### config.mk
export PLATFORM = sky130hd
export DESIGN_NAME = terminated_line_to_char_lcd_core_flat
export DESIGN_NICKNAME = d
export VERILOG_FILES = /design/src/hw/rtl/tllcd_pkg.sv /design/src/hw/rtl/tllcd_in_if.sv /design/src/hw/rtl/tllcd_out_if.sv /design/src/hw/rtl/tllcd_ctrl.sv /design/src/hw/rtl/tllcd_dp.sv /design/src/hw/rtl/terminated_line_to_char_lcd_core.sv /design/src/flat_wrapper.sv
export SDC_FILE = /design/constraint.sdc
export NUM_CORES = 1
export LEC_CHECK = 0
export BUFFER_PORTS_ARGS = -buffer_cell sky130_fd_sc_hd__buf_2
export CAP_MARGIN = 10
export CORE_UTILIZATION = 50
export DETAILED_ROUTE_END_ITERATION = 16
export PLACE_DENSITY = 0.8
export SYNTH_ARGS = -nofsm -noshare
export SYNTH_HDL_FRONTEND = slang
export SYNTH_SLANG_ARGS = --single-unit
### constraint.sdc
create_clock -name clk -period 3 [get_ports clk]
set_input_delay 0.3 -clock clk [delete_from_list [all_inputs] [get_ports clk]]
set_output_delay 0.3 -clock clk [all_outputs]
set_load 0.05 [all_outputs]
### src/hw/rtl/tllcd_pkg.sv
// Shared constants and control types for the terminated line to LCD block.
`timescale 1ns / 1ps
`default_nettype none

package tllcd_pkg;

  localparam int unsigned DATA_W          = 8;
  localparam int unsigned FILL_W          = 6;
  localparam int unsigned CFG_IDX_W       = 1;
  localparam int unsigned CFG_DATA_W      = 8;
  localparam int unsigned STORE_DEPTH_DEF = 64;

  localparam logic [DATA_W-1:0] LCD_SET_ADDR  = 8'h80;
  localparam logic [DATA_W-1:0] TERM_RESET    = 8'd35;
  localparam logic [FILL_W-1:0] MAX_LEN_RESET = 6'd50;

  // Configuration register indexes
  localparam logic [CFG_IDX_W-1:0] REG_TERMINATOR = 1'd0;
  localparam logic [CFG_IDX_W-1:0] REG_MAX_LEN    = 1'd1;

  // Controller to datapath
  typedef struct packed {
    logic accept_en;
    logic ld_cmd;
    logic rd_issue;
    logic ld_data;
  } tllcd_cmd_t;

  // Datapath to controller
  typedef struct packed {
    logic start_run;
    logic slot_free;
    logic run_empty;
    logic ptr_last;
  } tllcd_sts_t;

endpackage

`default_nettype wire

### src/hw/rtl/tllcd_in_if.sv
// Input channel carrying one received byte per request.
`timescale 1ns / 1ps
`default_nettype none

interface tllcd_in_if import tllcd_pkg::*; ();
  logic              valid;
  logic              ready;
  logic [DATA_W-1:0] rx_byte;

  modport source (output valid, output rx_byte, input ready);
  modport sink (input valid, input rx_byte, output ready);
endinterface

`default_nettype wire

### src/hw/rtl/tllcd_out_if.sv
// Result channel carrying one LCD bus write per request.
`timescale 1ns / 1ps
`default_nettype none

interface tllcd_out_if import tllcd_pkg::*; ();
  logic              valid;
  logic              ready;
  logic              is_data;
  logic [DATA_W-1:0] lcd_value;
  logic              last_of_run;

  modport source (output valid, output is_data, output lcd_value, output last_of_run,
                  input ready);
  modport sink (input valid, input is_data, input lcd_value, input last_of_run,
                output ready);
endinterface

`default_nettype wire

### src/hw/rtl/tllcd_ctrl.sv
// Sequencing state machine for line capture and display runs.
`timescale 1ns / 1ps
`default_nettype none

module tllcd_ctrl import tllcd_pkg::*; (
  input  wire logic clk,
  input  wire logic rst_n,
  input  wire tllcd_sts_t sts,
  output tllcd_cmd_t cmd
);

  localparam logic [1:0] S_IDLE = 2'd0;
  localparam logic [1:0] S_CMD  = 2'd1;
  localparam logic [1:0] S_READ = 2'd2;
  localparam logic [1:0] S_DATA = 2'd3;

  logic [1:0] state_r;
  logic [1:0] state_nxt;

  always_comb begin
    state_nxt     = state_r;
    cmd           = '0;
    case (state_r)
      S_IDLE: begin
        cmd.accept_en = 1'b1;
        if (sts.start_run) begin
          state_nxt = S_CMD;
        end
      end
      S_CMD: begin
        if (sts.slot_free) begin
          cmd.ld_cmd = 1'b1;
          state_nxt  = sts.run_empty ? S_IDLE : S_READ;
        end
      end
      S_READ: begin
        cmd.rd_issue = 1'b1;
        state_nxt    = S_DATA;
      end
      S_DATA: begin
        if (sts.slot_free) begin
          cmd.ld_data = 1'b1;
          state_nxt   = sts.ptr_last ? S_IDLE : S_READ;
        end
      end
      default: begin
        state_nxt = S_IDLE;
      end
    endcase
  end

  always_ff @(posedge clk) begin
    if (!rst_n) begin
      state_r <= S_IDLE;
    end else begin
      state_r <= state_nxt;
    end
  end

endmodule

`default_nettype wire

### src/hw/rtl/tllcd_dp.sv
// Line store, fill count, read pointer, settings and output register.
`timescale 1ns / 1ps
`default_nettype none

module tllcd_dp import tllcd_pkg::*; #(
  parameter int unsigned STORE_DEPTH = STORE_DEPTH_DEF
) (
  input  wire logic                  clk,
  input  wire logic                  rst_n,
  input  wire tllcd_cmd_t            cmd,
  output tllcd_sts_t                 sts,
  input  wire logic                  cfg_we,
  input  wire logic [CFG_IDX_W-1:0]  cfg_index,
  input  wire logic [CFG_DATA_W-1:0] cfg_wdata,
  input  wire logic                  in_valid,
  input  wire logic [DATA_W-1:0]     in_rx_byte,
  output logic                       out_valid,
  input  wire logic                  out_ready,
  output logic                       out_is_data,
  output logic [DATA_W-1:0]          out_lcd_value,
  output logic                       out_last_of_run
);

  localparam int unsigned AW = $clog2(STORE_DEPTH);
  localparam logic [8:0]  DEPTH_W9 = 9'(STORE_DEPTH);

  logic [DATA_W-1:0] store_mem [STORE_DEPTH];

  logic [DATA_W-1:0] term_r;
  logic [FILL_W-1:0] max_len_r;
  logic [FILL_W-1:0] fill_r;
  logic [FILL_W-1:0] fill_nxt;
  logic [FILL_W-1:0] rd_ptr_r;
  logic [FILL_W-1:0] rd_ptr_nxt;
  logic [DATA_W-1:0] rd_data_r;
  logic              out_valid_r;
  logic              out_valid_nxt;
  logic              out_is_data_r;
  logic [DATA_W-1:0] out_value_r;
  logic              out_last_r;

  logic [8:0]        limit9;
  logic              full;
  logic              accept;
  logic              nonzero;
  logic              is_term;
  logic              do_store;
  logic [8:0]        wr_addr9;
  logic [8:0]        rd_addr9;
  logic [FILL_W:0]   ptr_inc;

  // Effective limit is the smaller of the setting and the store depth
  always_comb begin
    if ({3'b000, max_len_r} > DEPTH_W9) begin
      limit9 = DEPTH_W9;
    end else begin
      limit9 = {3'b000, max_len_r};
    end
  end

  assign full     = ({3'b000, fill_r} >= limit9);
  assign accept   = in_valid & cmd.accept_en;
  assign nonzero  = (in_rx_byte != '0);
  assign is_term  = (in_rx_byte == term_r);
  assign do_store = accept & nonzero & !is_term & !full;
  assign wr_addr9 = {3'b000, fill_r};
  assign rd_addr9 = {3'b000, rd_ptr_r};
  assign ptr_inc  = {1'b0, rd_ptr_r} + 7'd1;

  assign sts.start_run = accept & nonzero & is_term & !full;
  assign sts.slot_free = !out_valid_r | out_ready;
  assign sts.run_empty = (fill_r == '0);
  assign sts.ptr_last  = (ptr_inc == {1'b0, fill_r});

  always_comb begin
    fill_nxt = fill_r;
    if (do_store) begin
      fill_nxt = fill_r + 6'd1;
    end else if (accept & nonzero & full) begin
      fill_nxt = '0;
    end else if (cmd.ld_data & sts.ptr_last) begin
      fill_nxt = '0;
    end
  end

  always_comb begin
    rd_ptr_nxt = rd_ptr_r;
    if (cmd.ld_cmd) begin
      rd_ptr_nxt = '0;
    end else if (cmd.ld_data) begin
      rd_ptr_nxt = ptr_inc[FILL_W-1:0];
    end
  end

  always_comb begin
    out_valid_nxt = out_valid_r;
    if (cmd.ld_cmd | cmd.ld_data) begin
      out_valid_nxt = 1'b1;
    end else if (out_ready) begin
      out_valid_nxt = 1'b0;
    end
  end

  // Line store: one write port, one registered read port
  always_ff @(posedge clk) begin
    if (do_store) begin
      store_mem[wr_addr9[AW-1:0]] <= in_rx_byte;
    end
    if (cmd.rd_issue) begin
      rd_data_r <= store_mem[rd_addr9[AW-1:0]];
    end
  end

  always_ff @(posedge clk) begin
    if (!rst_n) begin
      term_r      <= TERM_RESET;
      max_len_r   <= MAX_LEN_RESET;
      fill_r      <= '0;
      rd_ptr_r    <= '0;
      out_valid_r <= 1'b0;
    end else begin
      if (cfg_we && cfg_index == REG_TERMINATOR) begin
        term_r <= cfg_wdata;
      end
      if (cfg_we && cfg_index == REG_MAX_LEN) begin
        max_len_r <= cfg_wdata[FILL_W-1:0];
      end
      fill_r      <= fill_nxt;
      rd_ptr_r    <= rd_ptr_nxt;
      out_valid_r <= out_valid_nxt;
    end
  end

  always_ff @(posedge clk) begin
    if (cmd.ld_cmd) begin
      out_is_data_r <= 1'b0;
      out_value_r   <= LCD_SET_ADDR;
      out_last_r    <= sts.run_empty;
    end else if (cmd.ld_data) begin
      out_is_data_r <= 1'b1;
      out_value_r   <= rd_data_r;
      out_last_r    <= sts.ptr_last;
    end
  end

  assign out_valid       = out_valid_r;
  assign out_is_data     = out_is_data_r;
  assign out_lcd_value   = out_value_r;
  assign out_last_of_run = out_last_r;

`ifndef SYNTHESIS
  a_load_into_free_slot: assert property (@(posedge clk) disable iff (!rst_n)
    (cmd.ld_cmd || cmd.ld_data) |-> (!out_valid_r || out_ready))
    else $error("output register loaded while still holding a request");

  a_read_written_only: assert property (@(posedge clk) disable iff (!rst_n)
    cmd.rd_issue |-> (rd_ptr_r < fill_r))
    else $error("line store read beyond the fill count");

  a_run_end_clears: assert property (@(posedge clk) disable iff (!rst_n)
    (cmd.ld_data && sts.ptr_last) |=> (fill_r == '0))
    else $error("fill count not cleared at end of run");
`endif

endmodule

`default_nettype wire

### src/hw/rtl/terminated_line_to_char_lcd_core.sv
// Top level of the terminated line to character LCD block.
`timescale 1ns / 1ps
`default_nettype none

// Collects received bytes into a line store and, when the terminator byte
// arrives, plays the line out as character-LCD bus writes: first a set
// address command (0x80, is_data low), then each stored character in arrival
// order (is_data high), with last_of_run high on the final write. Zero bytes
// are dropped. A nonzero byte arriving with the store at its limit (the
// smaller of max_line_length and STORE_DEPTH) discards the line silently.
// An ordinary byte is accepted while the block is idle and the next byte may
// follow at once. A terminator holds off input for the whole run, plus any
// stalls on the result side: the command is loaded first, then each character
// needs a read on the single read port of the line store, then a load of the
// output register. The output register lets a finished request wait without
// blocking the store read.
// The line store has no reset; it is only ever read below the fill count.
// Settings may be written only while the block is idle.
module terminated_line_to_char_lcd_core import tllcd_pkg::*; #(
  parameter int unsigned STORE_DEPTH = STORE_DEPTH_DEF
) (
  input  wire logic                  clk,
  input  wire logic                  rst_n,
  tllcd_in_if.sink                   in_ch,
  tllcd_out_if.source                out_ch,
  input  wire logic                  cfg_we,
  input  wire logic [CFG_IDX_W-1:0]  cfg_index,
  input  wire logic [CFG_DATA_W-1:0] cfg_wdata
);

  tllcd_cmd_t cmd;
  tllcd_sts_t sts;

  // Sequencer: idle capture, then command, then read/load per character
  tllcd_ctrl u_ctrl (
    .clk   (clk),
    .rst_n (rst_n),
    .sts   (sts),
    .cmd   (cmd)
  );

  // Storage, settings and the output register
  tllcd_dp #(
    .STORE_DEPTH (STORE_DEPTH)
  ) u_dp (
    .clk             (clk),
    .rst_n           (rst_n),
    .cmd             (cmd),
    .sts             (sts),
    .cfg_we          (cfg_we),
    .cfg_index       (cfg_index),
    .cfg_wdata       (cfg_wdata),
    .in_valid        (in_ch.valid),
    .in_rx_byte      (in_ch.rx_byte),
    .out_valid       (out_ch.valid),
    .out_ready       (out_ch.ready),
    .out_is_data     (out_ch.is_data),
    .out_lcd_value   (out_ch.lcd_value),
    .out_last_of_run (out_ch.last_of_run)
  );

  // Take input only while no display run is in progress
  assign in_ch.ready = cmd.accept_en;

endmodule

`default_nettype wire
### src/flat_wrapper.sv
// flat-port wrapper written by rule: the top's interface ports become plain ports
module terminated_line_to_char_lcd_core_flat import tllcd_pkg::*;
#(
  parameter int unsigned STORE_DEPTH = STORE_DEPTH_DEF
)
  (clk, rst_n, cfg_we, cfg_index, cfg_wdata, in_ch_valid, in_ch_rx_byte, in_ch_ready, out_ch_valid, out_ch_is_data, out_ch_lcd_value, out_ch_last_of_run, out_ch_ready);
  tllcd_in_if in_ch_i ();
  tllcd_out_if out_ch_i ();
  input  wire logic clk;
  input  wire logic rst_n;
  input  wire logic cfg_we;
  input  wire logic [CFG_IDX_W-1:0] cfg_index;
  input  wire logic [CFG_DATA_W-1:0] cfg_wdata;
  input wire logic [$bits(in_ch_i.valid)-1:0] in_ch_valid;
  input wire logic [$bits(in_ch_i.rx_byte)-1:0] in_ch_rx_byte;
  output wire logic [$bits(in_ch_i.ready)-1:0] in_ch_ready;
  output wire logic [$bits(out_ch_i.valid)-1:0] out_ch_valid;
  output wire logic [$bits(out_ch_i.is_data)-1:0] out_ch_is_data;
  output wire logic [$bits(out_ch_i.lcd_value)-1:0] out_ch_lcd_value;
  output wire logic [$bits(out_ch_i.last_of_run)-1:0] out_ch_last_of_run;
  input wire logic [$bits(out_ch_i.ready)-1:0] out_ch_ready;
  assign in_ch_i.valid = in_ch_valid;
  assign in_ch_i.rx_byte = in_ch_rx_byte;
  assign in_ch_ready = in_ch_i.ready;
  assign out_ch_valid = out_ch_i.valid;
  assign out_ch_is_data = out_ch_i.is_data;
  assign out_ch_lcd_value = out_ch_i.lcd_value;
  assign out_ch_last_of_run = out_ch_i.last_of_run;
  assign out_ch_i.ready = out_ch_ready;
  terminated_line_to_char_lcd_core #(.STORE_DEPTH(STORE_DEPTH)) u_core (.clk(clk), .rst_n(rst_n), .in_ch(in_ch_i), .out_ch(out_ch_i), .cfg_we(cfg_we), .cfg_index(cfg_index), .cfg_wdata(cfg_wdata));
endmodule
==> metrics.cfg, run 1 <==
[synth]
ys_async_sr_fraction_pct = 0
yosys_most_used_dff = edfxtp_1
avgSynthCellArea_um2 = 18.6
ys_seq_area_share_pct = 73.9
synth.distinct_cells = 57
yosysWarnings = 0
synth_cells = 1194
ys_ff_latch = 559
netlist_area_mm2 = 0.0222
synth_edf_count = 521
synth_nets = 1225

[worst_setup_path]
cp-startpoint = u_core.u_dp.max_len_r[4]$_SDFFE_PN1P_
critPathCaptureType = flip-flop
cpLargestDelayFamily = simple AND/OR/NAND/NOR gates
worst_setup_path_start_kind = flip-flop
cpMostUsedCell = buf_4
critPathMaxStageDelay_ns = 0.62
path_buf_inv = 3
required_ns = 3.20
worstSetupPathType = flip-flop to flip-flop
arrival_ns = 3.24
rrSetupSlack_ns = -0.03
path_max_fanout = 8
slowest_stage = nor2_1
timing.rr.start = u_core.u_dp.max_len_r[4]$_SDFFE_PN1P_
crit_chain = inv_1, ha_1, a21o_1, a21oi_1, nand4bb_1, buf_4, or3_1, buf_4, nor2_1

[global_route]
track_usage_pct = 23.9
grt_pass1_wl_mm = 78.3
grt_pass1_vias = 12200
grt_antenna_before_repair = 1
overflow = 0
grt_max_degree = 56

[timing]
setup_violations = 8
slew_headroom_pct = 35.5
holdWs_ns = 0.0507
rsz0062_at_grt = true
setup_ws_ns = -0.0315
fin_setup_tns_ns = -0.217
worstMarginPinSlew_ns = 0.959
finalHoldViolCount = 0
clock_skew_ns = 0.0194
period_share_pct = 101
drv_slew = 0
fmax_mhz = 330
finalCriticalPeriod_ns = 3.03

[place]
place_ws_ns = -0.0177
placed_cells = 1837
place_congestion = 0.901
place_area_mm2 = 0.0235
io_buffers = 33
post-dp-hpwl_mm = 32.6

[clocking]
cts_tree = built
htree_num_levels = 2
postCtsSetupBuffers = 0
clock_path_buffers = 3
clk_pin_slew_ns = 0.06
clkLatencyLatePin_ns = 0.60
cts_inserted_buffers = 53
cts_sinks = 559
root_buffer = clkbuf_16

[pwr]
vdd_ir_drop_max_uv = 386
p_per_area_mw_per_mm2 = 617
p_leak_uw = 0.00807

[finish]
fin_area_mm2 = 0.0255
insertedDiodeCount = 0
syn2layout_area_growth_pct = 14.7
post_route_cells_drive_above_1_share_pct = 27.2
nets = 1349
final_cells = 1946

[routing]
drcViolationCount = 0
wl_per_cell_um = 26.9
vias_per_cell = 6.31
wl_mm = 52.4
num_vias = 12300
first_pass_iters = 6
postRouteAntennaNets = 0
drt_iter0_markers = 1780

[die]
dieWidth_um = 213
start_util_pct = 51.1
die_h_um = 213
core_area_mm2 = 0.0435
row_count = 76
dieArea_mm2 = 0.0453
io_pins = 34

[status]
violations = setup timing
status = finished, violations left

[worst_hold_path]
hold_path.class = primary input to flip-flop
min_from = out_ch_ready

[job]
cap_violations = 0

## tightest hold or removal path, delay by kind of cell
family / cells / cell delay (ns)
buffers and inverters: 1 / 0.07
AOI/OAI and AO/OA: 1 / 0.08
and+or+nand+nor: 1 / 0.13
## repair_timing
| action | 4_1_cts | 5_1_grt |
|---|---|---|
| hold buffers | 11 | 0 |
| endpoints found under the hold margin | 11 | 0 |
| endpoints found under the setup margin | 31 | 192 |
| gates resized for setup | 4 | 13 |
## power breakdown
group | switching, uW | internal [uW] | total (uW)
registers | 28.7 | 8560 | 8590
logic | 348 | 131 | 479
clock network | 2790 | 3860 | 6650
total | 3170 | 12500 | 15700
## final cells by class
cell class | count | area (um^2)
fill | 3043 | 18000
timing repair buffer | 148 | 1120
clock inverter | 35 | 324
sequential | 559 | 16400
inverter | 14 | 52.6
tap | 585 | 732
multi-input combinational | 542 | 5410
clock buffer | 63 | 1410
## sequential cells by signal (all words and copies together), names as in the netlist
name / count
u_core.u_dp.out_is_data: 1
u_core.u_dp.rd_ptr_r: 6
u_core.u_dp.term_r: 8
u_core.u_dp.rd_data_r: 8
u_core.u_ctrl.state_r: 2
u_core.u_dp.store_mem: 512
u_core.u_dp.fill_r: 6
u_core.u_dp.max_len_r: 6
u_core.u_dp.out_valid: 1
u_core.u_dp.out_lcd_value: 8
u_core.u_dp.out_last_of_run: 1
## kinds of logic after synthesis
kind of cell,Yosys count,share of synthesized area [%]
AO/OA/AOI/OAI,124,3.88
XOR/XNOR,18,0.710
adder cells (fa/ha/maj),9,0.507
buffers and inverters,93,2.16
flip-flops,559,73.9
multiplexers,147,13.4
AND/OR/NAND/NOR,244,5.47
## cells in the mapped netlist, types with 5 or more instances
| library cell | count | area share, % |
|---|---|---|
| xor2_1 | 10 | 0.39 |
| nand2_1 | 68 | 1.1 |
| a22o_1 | 9 | 0.36 |
| dfxtp_1 | 38 | 3.4 |
| buf_2 | 24 | 0.54 |
| a211oi_1 | 9 | 0.30 |
| inv_1 | 14 | 0.24 |
| ha_1 | 9 | 0.51 |
| a21oi_1 | 25 | 0.56 |
| or4_1 | 12 | 0.41 |
| buf_6 | 10 | 0.51 |
| nor2b_1 | 7 | 0.20 |
| nor2_1 | 54 | 0.91 |
| a31oi_1 | 15 | 0.42 |
| nor3_1 | 20 | 0.45 |
| o221ai_1 | 6 | 0.24 |
| mux2i_1 | 26 | 1.2 |
| clkbuf_1 | 30 | 0.51 |
| nor4_1 | 7 | 0.20 |
| mux4_2 | 120 | 12 |
| xnor2_1 | 8 | 0.32 |
| nand4_1 | 5 | 0.14 |
| nor4_2 | 5 | 0.28 |
| buf_4 | 6 | 0.20 |
| a22oi_1 | 29 | 0.98 |
| o21ai_0 | 6 | 0.14 |
| buf_1 | 7 | 0.12 |
| nand2b_1 | 5 | 0.14 |
| edfxtp_1 | 521 | 70 |
| nand3_1 | 42 | 0.95 |
| o22ai_1 | 9 | 0.25 |
## final timing paths
path,to,cells after the start
worst max-delay path,u_core.u_dp.store_mem[4][4]$_DFFE_PP_,9
worst max register to register,u_core.u_dp.store_mem[4][4]$_DFFE_PP_,9
worst min-delay path,u_core.u_dp.out_valid$_SDFFE_PN0P_,3
worst min register to register,u_core.u_dp.out_lcd_value[1]$_SDFFE_PP0P_,2
## per-stage QoR
stage          util, %  power (uW)
6_report          58.6       15700
5_1_grt           58.6       16100
4_1_cts           58.5       15800
3_5_place_dp      54.2        9210
3_3_place_gp      54.2        9190
2_1_floorplan        -        8940
## layout by cell type (no fill, tap or decap), drive strengths merged, types with 25 or more instances in the layout
cell    Yosys  routed
edfxtp    521     521
nor2       55      55
a22oi      29      29
mux2i      26      26
clkbuf     32      63
mux4      120     120
dfxtp      38      38
clkinv      0      25
a21oi      26      26
buf        47     137
nand3      43      43
nand2      69      69
## per-layer routing
layer / GRT usage [%] / part of all wire (%) / vias to the layer above
li1: - / - / 5095
met1: 35.2 / 39 / 6264
met2: 36.7 / 47 / 818
met3: 3.06 / 10 / 107
met4: 9.38 / 3.4 / 0
met5: 0 / 0 / -
Note: power is estimated with default switching activity, not from simulation.
==> inputs of run 2 (changes only) <==
Settings changed: CORE_UTILIZATION 50 to 35, PLACE_DENSITY 0.8 to 0.63.
==> run 2 against run 1 <==
Effect of this change: the flow now finishes without violations; routed wire length increased by 1.2%; clock skew is 0.0049 ns higher; power is 0.77% lower; sequential power about the same; setup slack better by 0.22 ns; design area increased by 1.4%; worst hold slack got worse by 0.0020 ns; critical endpoint is now u_core.u_dp.store_mem[14][4]$_DFFE_PP_; largest power group unchanged.
==> metrics.cfg, run 2 (synthesized netlist as in run 1, its figures left out) <==
[status]
status = finished, final reports clean

[routing]
drcViolationCount = 0
vias_per_cell = 5.29
num_vias = 11800
wl_per_cell_um = 23.9
wl_mm = 53.0
drt_iter0_markers = 1163
first_pass_iters = 5
postRouteAntennaNets = 0

[pwr]
p_leak_uw = 0.00814
vdd_ir_drop_max_uv = 467
p_per_area_mw_per_mm2 = 604

[clocking]
clock_path_buffers = 3
htree_num_levels = 2
postCtsHoldBufs = 12
root_buffer = clkbuf_16
cts_tree = built
cts_inserted_buffers = 54
cts_sinks = 559
postCtsSetupBuffers = 0
clkLatencyLatePin_ns = 0.61
clk_pin_slew_ns = 0.06
post_cts_resized = 0

[timing]
worstMarginPinSlew_ns = 0.820
slew_headroom_pct = 45.2
finalCriticalPeriod_ns = 2.82
fmax_mhz = 355
holdWs_ns = 0.0487
setup_violations = 0
rsz0062_at_grt = false
period_share_pct = 93.9
drv_slew = 0
clock_skew_ns = 0.0243
fin_setup_tns_ns = 0
finalHoldViolCount = 0

[place]
place_area_mm2 = 0.0240
placed_cells = 2108
io_buffers = 33
place_congestion = 0.856
post-dp-hpwl_mm = 35.1

[die]
die_h_um = 254
io_pins = 34
start_util_pct = 35.7
row_count = 91
dieArea_mm2 = 0.0645
core_area_mm2 = 0.0622
dieWidth_um = 254

[global_route]
grt_pass1_vias = 12000
grt_antenna_before_repair = 1
track_usage_pct = 16.9
grt_max_degree = 65
grt_pass1_wl_mm = 79.4
overflow = 0

[finish]
largest_register_ffs = 512
fin_area_mm2 = 0.0258
insertedDiodeCount = 0
final_util_pct = 41.5
num-fill-cells = 5542
final_cells = 2221
final-seq-area_mm2 = 0.0164
final_common_cell = edfxtp_1
nets = 1370
syn2layout_area_growth_pct = 16.2
post_route_cells_drive_above_1_share_pct = 26.4
most-common-layout-cells = edfxtp_1, mux4_2, buf_4
multi_input_area_mm2 = 0.00533

[worst_setup_path]
arrival_ns = 3.12
path_max_fanout = 8
worstSetupPathType = flip-flop to flip-flop
required_ns = 3.30
worst_setup_path_start_kind = flip-flop
timing.rr.start = u_core.u_dp.max_len_r[4]$_SDFFE_PN1P_
rrSetupSlack_ns = 0.18
critPathCaptureType = flip-flop
r2r-end = u_core.u_dp.store_mem[14][4]$_DFFE_PP_
ff2ff_path_depth = 8

[worst_hold_path]
min_from = cfg_index
hold_end = u_core.u_dp.max_len_r[2]$_SDFFE_PN0P_
hold_path.class = primary input to flip-flop
min_path_cells = 3

[job]
cap_violations = 0

## run 2: cell count changes in the layout (fill, tap and decap cells not counted), moves of 5 or more
cell | before | now
buf_4 | 99 | 119
nor3_1 | 10 | 20
nor3_2 | 10 | 0
clkinv_2 | 14 | 7
clkinv_1 | 11 | 19
nor2_2 | 6 | 1
nor2_1 | 49 | 54
## run 2: worst max-delay path, cell delays in order, from the launching register on
cell	delay, ns
dfxtp_1	0.32
inv_1	0.05
ha_1	0.29
a21o_1	0.16
a21oi_1	0.26
nand4bb_1	0.21
or4_1	0.79
nor2_1	0.24
buf_4	0.19
## run 2: power by group
group	total [uW]	switching [uW]	internal (uW)	leakage [uW]
combinational	453	335	118	0.00233
clock	6550	2850	3690	0.000818
sequential	8600	33.6	8560	0.00500
total	15600	3220	12400	0.00814
## run 2: metal layers
metal | GRT usage (%) | vias to the layer above | share of wire, %
li1 | - | 5153 | -
met1 | 23.5 | 6079 | 43
met2 | 27.1 | 444 | 48
met3 | 2.78 | 83 | 6.9
met4 | 5.44 | 0 | 2.7
met5 | 0 | - | 0
## run 2: how the worst max path moves through the flow
| stage | depth (start not counted) | end | startpoint |
|---|---|---|---|
| final | 8 | u_core.u_dp.store_mem[14][4]$_DFFE_PP_ | u_core.u_dp.max_len_r[4]$_SDFFE_PN1P_ |
| after global routing | 8 | u_core.u_dp.store_mem[44][6]$_DFFE_PP_ | u_core.u_dp.max_len_r[4]$_SDFFE_PN1P_ |
| after CTS | 8 | u_core.u_dp.store_mem[14][4]$_DFFE_PP_ | u_core.u_dp.max_len_r[4]$_SDFFE_PN1P_ |
| after detailed placement | 8 | u_core.u_dp.store_mem[14][5]$_DFFE_PP_ | in_ch_rx_byte[7] |
| after global placement | 8 | u_core.u_dp.store_mem[62][7]$_DFFE_PP_ | in_ch_rx_byte[7] |
| after floorplan | 9 | u_core.u_dp.store_mem[1][0]$_DFFE_PP_ | u_core.u_dp.fill_r[0]$_SDFFE_PN0P_ |
## run 2: through the flow
stage | power (uW) | setup WS [ns]
floorplan | 8940 | 0.0712
global placement | 9200 | 0.116
detailed placement | 9200 | 0.104
CTS | 15700 | 0.158
global route | 16000 | 0.0706
finish | 15600 | 0.184
## run 2: layout make-up
type,instances,area share (%)
clock inverter,36,1.11
tap,837,4.06
clock buffer,65,5.48
inverter,14,0.204
multi-input combinational,542,20.7
timing repair buffer,168,4.88
sequential,559,63.6
==> inputs of run 3 (changes only) <==
Settings changed: CELL_PAD_IN_SITES_DETAIL_PLACEMENT set to 1, CELL_PAD_IN_SITES_GLOBAL_PLACEMENT set to 2, CORE_UTILIZATION 35 to 40, PLACE_DENSITY 0.63 to 0.81.
==> run 3 against run 2 <==
Effect of this change: power increased by 1.4%; die area decreased by 12%; sequential power about the same; critical path type unchanged; highest routed layer is now met5.
==> metrics.cfg, run 3 (synthesized netlist as in run 1, its figures left out) <==
[die]
core_area_mm2 = 0.0543
start_util_pct = 40.9
dieWidth_um = 238
dieArea_mm2 = 0.0565
io_pins = 34
row_count = 85
die_h_um = 238

[routing]
wl_per_cell_um = 28.1
vias_per_cell = 5.80
drcViolationCount = 0
drt_iter0_markers = 1292
postRouteAntennaNets = 0
first_pass_iters = 5
num_vias = 12300
wl_mm = 59.7

[finish]
most-common-layout-cells = edfxtp_1, mux4_2, buf_4
post_route_cells_drive_above_1_share_pct = 27.4
insertedDiodeCount = 0
syn2layout_area_growth_pct = 16.1
final_common_cell = edfxtp_1
nets = 1370
largest_register_ffs = 512

[worst_setup_path]
critPathCaptureType = flip-flop
ff2ff_path_depth = 9
arrival_ns = 3.23
timing.rr.start = u_core.u_dp.fill_r[0]$_SDFFE_PN0P_
required_ns = 3.25
worst_setup_path_start_kind = flip-flop
path_max_fanout = 22
r2r-end = u_core.u_dp.store_mem[43][6]$_DFFE_PP_
rrSetupSlack_ns = 0.02
worstSetupPathType = flip-flop to flip-flop

[clocking]
htree_num_levels = 2
postCtsSetupBuffers = 0
root_buffer = clkbuf_16
clock_path_buffers = 3
clk_pin_slew_ns = 0.06
cts_inserted_buffers = 56
cts_sinks = 559
cts_tree = built
clkLatencyLatePin_ns = 0.63

[status]
status = finished, final reports clean

[timing]
clock_skew_ns = 0.0325
finalHoldViolCount = 0
setup_violations = 0
fmax_mhz = 335
finalCriticalPeriod_ns = 2.98
drv_slew = 0
worstMarginPinSlew_ns = 1.10
setup_ws_ns = 0.0168
holdWs_ns = 0.0340
rsz0062_at_grt = true
period_share_pct = 99.4
slew_headroom_pct = 26.1

[pwr]
seqPwrFrac_pct = 54.3
switching_power_uw = 3380
fin_total_pwr_uw = 15800
p_int_uw = 12400
clockPowerShare_pct = 42.6
combPwrFrac_pct = 3.1
p_per_area_mw_per_mm2 = 614
p_leak_uw = 0.00817
switching_share_pct = 21.4
vdd_ir_drop_max_uv = 495

[worst_hold_path]
hold_end = u_core.u_dp.max_len_r[3]$_SDFFE_PN0P_
min_path_cells = 3
hold_path.class = primary input to flip-flop
min_from = cfg_index

[global_route]
track_usage_pct = 21.6
grt_pass1_vias = 13000
grt_antenna_before_repair = 3
overflow = 0
grt_pass1_wl_mm = 88.4
grt_max_degree = 64

[place]
place_congestion = 0.848
io_buffers = 33
post-dp-hpwl_mm = 38.1
place_ws_ns = -0.0609

[job]
cap_violations = 0

==> run 3: changes by cell type in the layout (fill, tap and decap cells not counted), sizes merged <==
cell	change
inv	+3
dlygate4sd3	+1
clkinvlp	-1
buf	-3
clkinv	-7
clkbuf	+6
bufinv	-1
==> run 3: timing repair <==
| action | in CTS | in global routing |
|---|---|---|
| endpoints found under the setup margin | 32 | 70 |
| resized for setup | 4 | 2 |
| hold buffers | 13 | 0 |
| hold endpoints to repair | 14 | 0 |
==> run 3: power by group through the flow <==
stage | Combinational [uW] | Sequential (uW) | Clock (uW)
2_1_floorplan | 145 | 8790 | 0
3_3_place_gp | 457 | 8750 | 0
3_5_place_dp | 475 | 8750 | 0
4_1_cts | 491 | 8580 | 6840
5_1_grt | 523 | 8580 | 7070
6_report | 492 | 8580 | 6740
==> run 3: final cells by class <==
type / count / area (um^2)
clock inverters: 30 / 283
multi-input cells: 542 / 5370
clock buffers: 71 / 1470
well taps: 739 / 925
repair buffers: 166 / 1260
fillers: 5107 / 28600
flip-flops and latches: 559 / 16400
inverters: 14 / 52.6
==> run 3: worst max-delay path by stage <==
stage                                             startpoint                                      to  slack [ns]
after floorplan           u_core.u_dp.fill_r[0]$_SDFFE_PN0P_   u_core.u_dp.store_mem[1][0]$_DFFE_PP_        0.07
after global placement                      in_ch_rx_byte[4]  u_core.u_dp.store_mem[13][7]$_DFFE_PP_        0.03
after detailed placement  u_core.u_dp.fill_r[0]$_SDFFE_PN0P_   u_core.u_dp.store_mem[3][7]$_DFFE_PP_       -0.06
after CTS                 u_core.u_dp.fill_r[0]$_SDFFE_PN0P_  u_core.u_dp.store_mem[21][2]$_DFFE_PP_        0.02
after global routing      u_core.u_dp.fill_r[0]$_SDFFE_PN0P_   u_core.u_dp.store_mem[5][4]$_DFFE_PP_       -0.15
final                     u_core.u_dp.fill_r[0]$_SDFFE_PN0P_  u_core.u_dp.store_mem[43][6]$_DFFE_PP_        0.02
==> run 3: metal layers <==
metal | share of wire [%] | GRT usage (%) | vias up
met4 | 2.8 | 7.27 | 2
met1 | 42 | 30.7 | 6555
li1 | - | - | 5130
met5 | 0.022 | 0 | -
met2 | 48 | 34.4 | 518
met3 | 7.0 | 3.09 | 96
==> run 3: worst max-delay path, stage by stage (launching register included) <==
cell,delay [ns]
dfxtp_1,0.33
inv_1,0.07
ha_1,0.28
nand2b_1,0.15
nand3_1,0.08
a21oi_1,0.11
nand4bb_1,0.23
or2_1,0.28
buf_12,0.19
nor3_1,0.89
==> run 3: stage by stage <==
step | instances | TNS, ns | utilization, % | cell area [um^2]
after floorplan | 1194 | 0 | - | 22200
after global placement | 2007 | 0 | 43.9 | 23900
after detailed placement | 2007 | -0.678 | 43.9 | 23900
after CTS | 2121 | 0 | 47.4 | 25800
after global routing | 2121 | -5.74 | 47.4 | 25800
final | 2121 | 0 | 47.4 | 25800
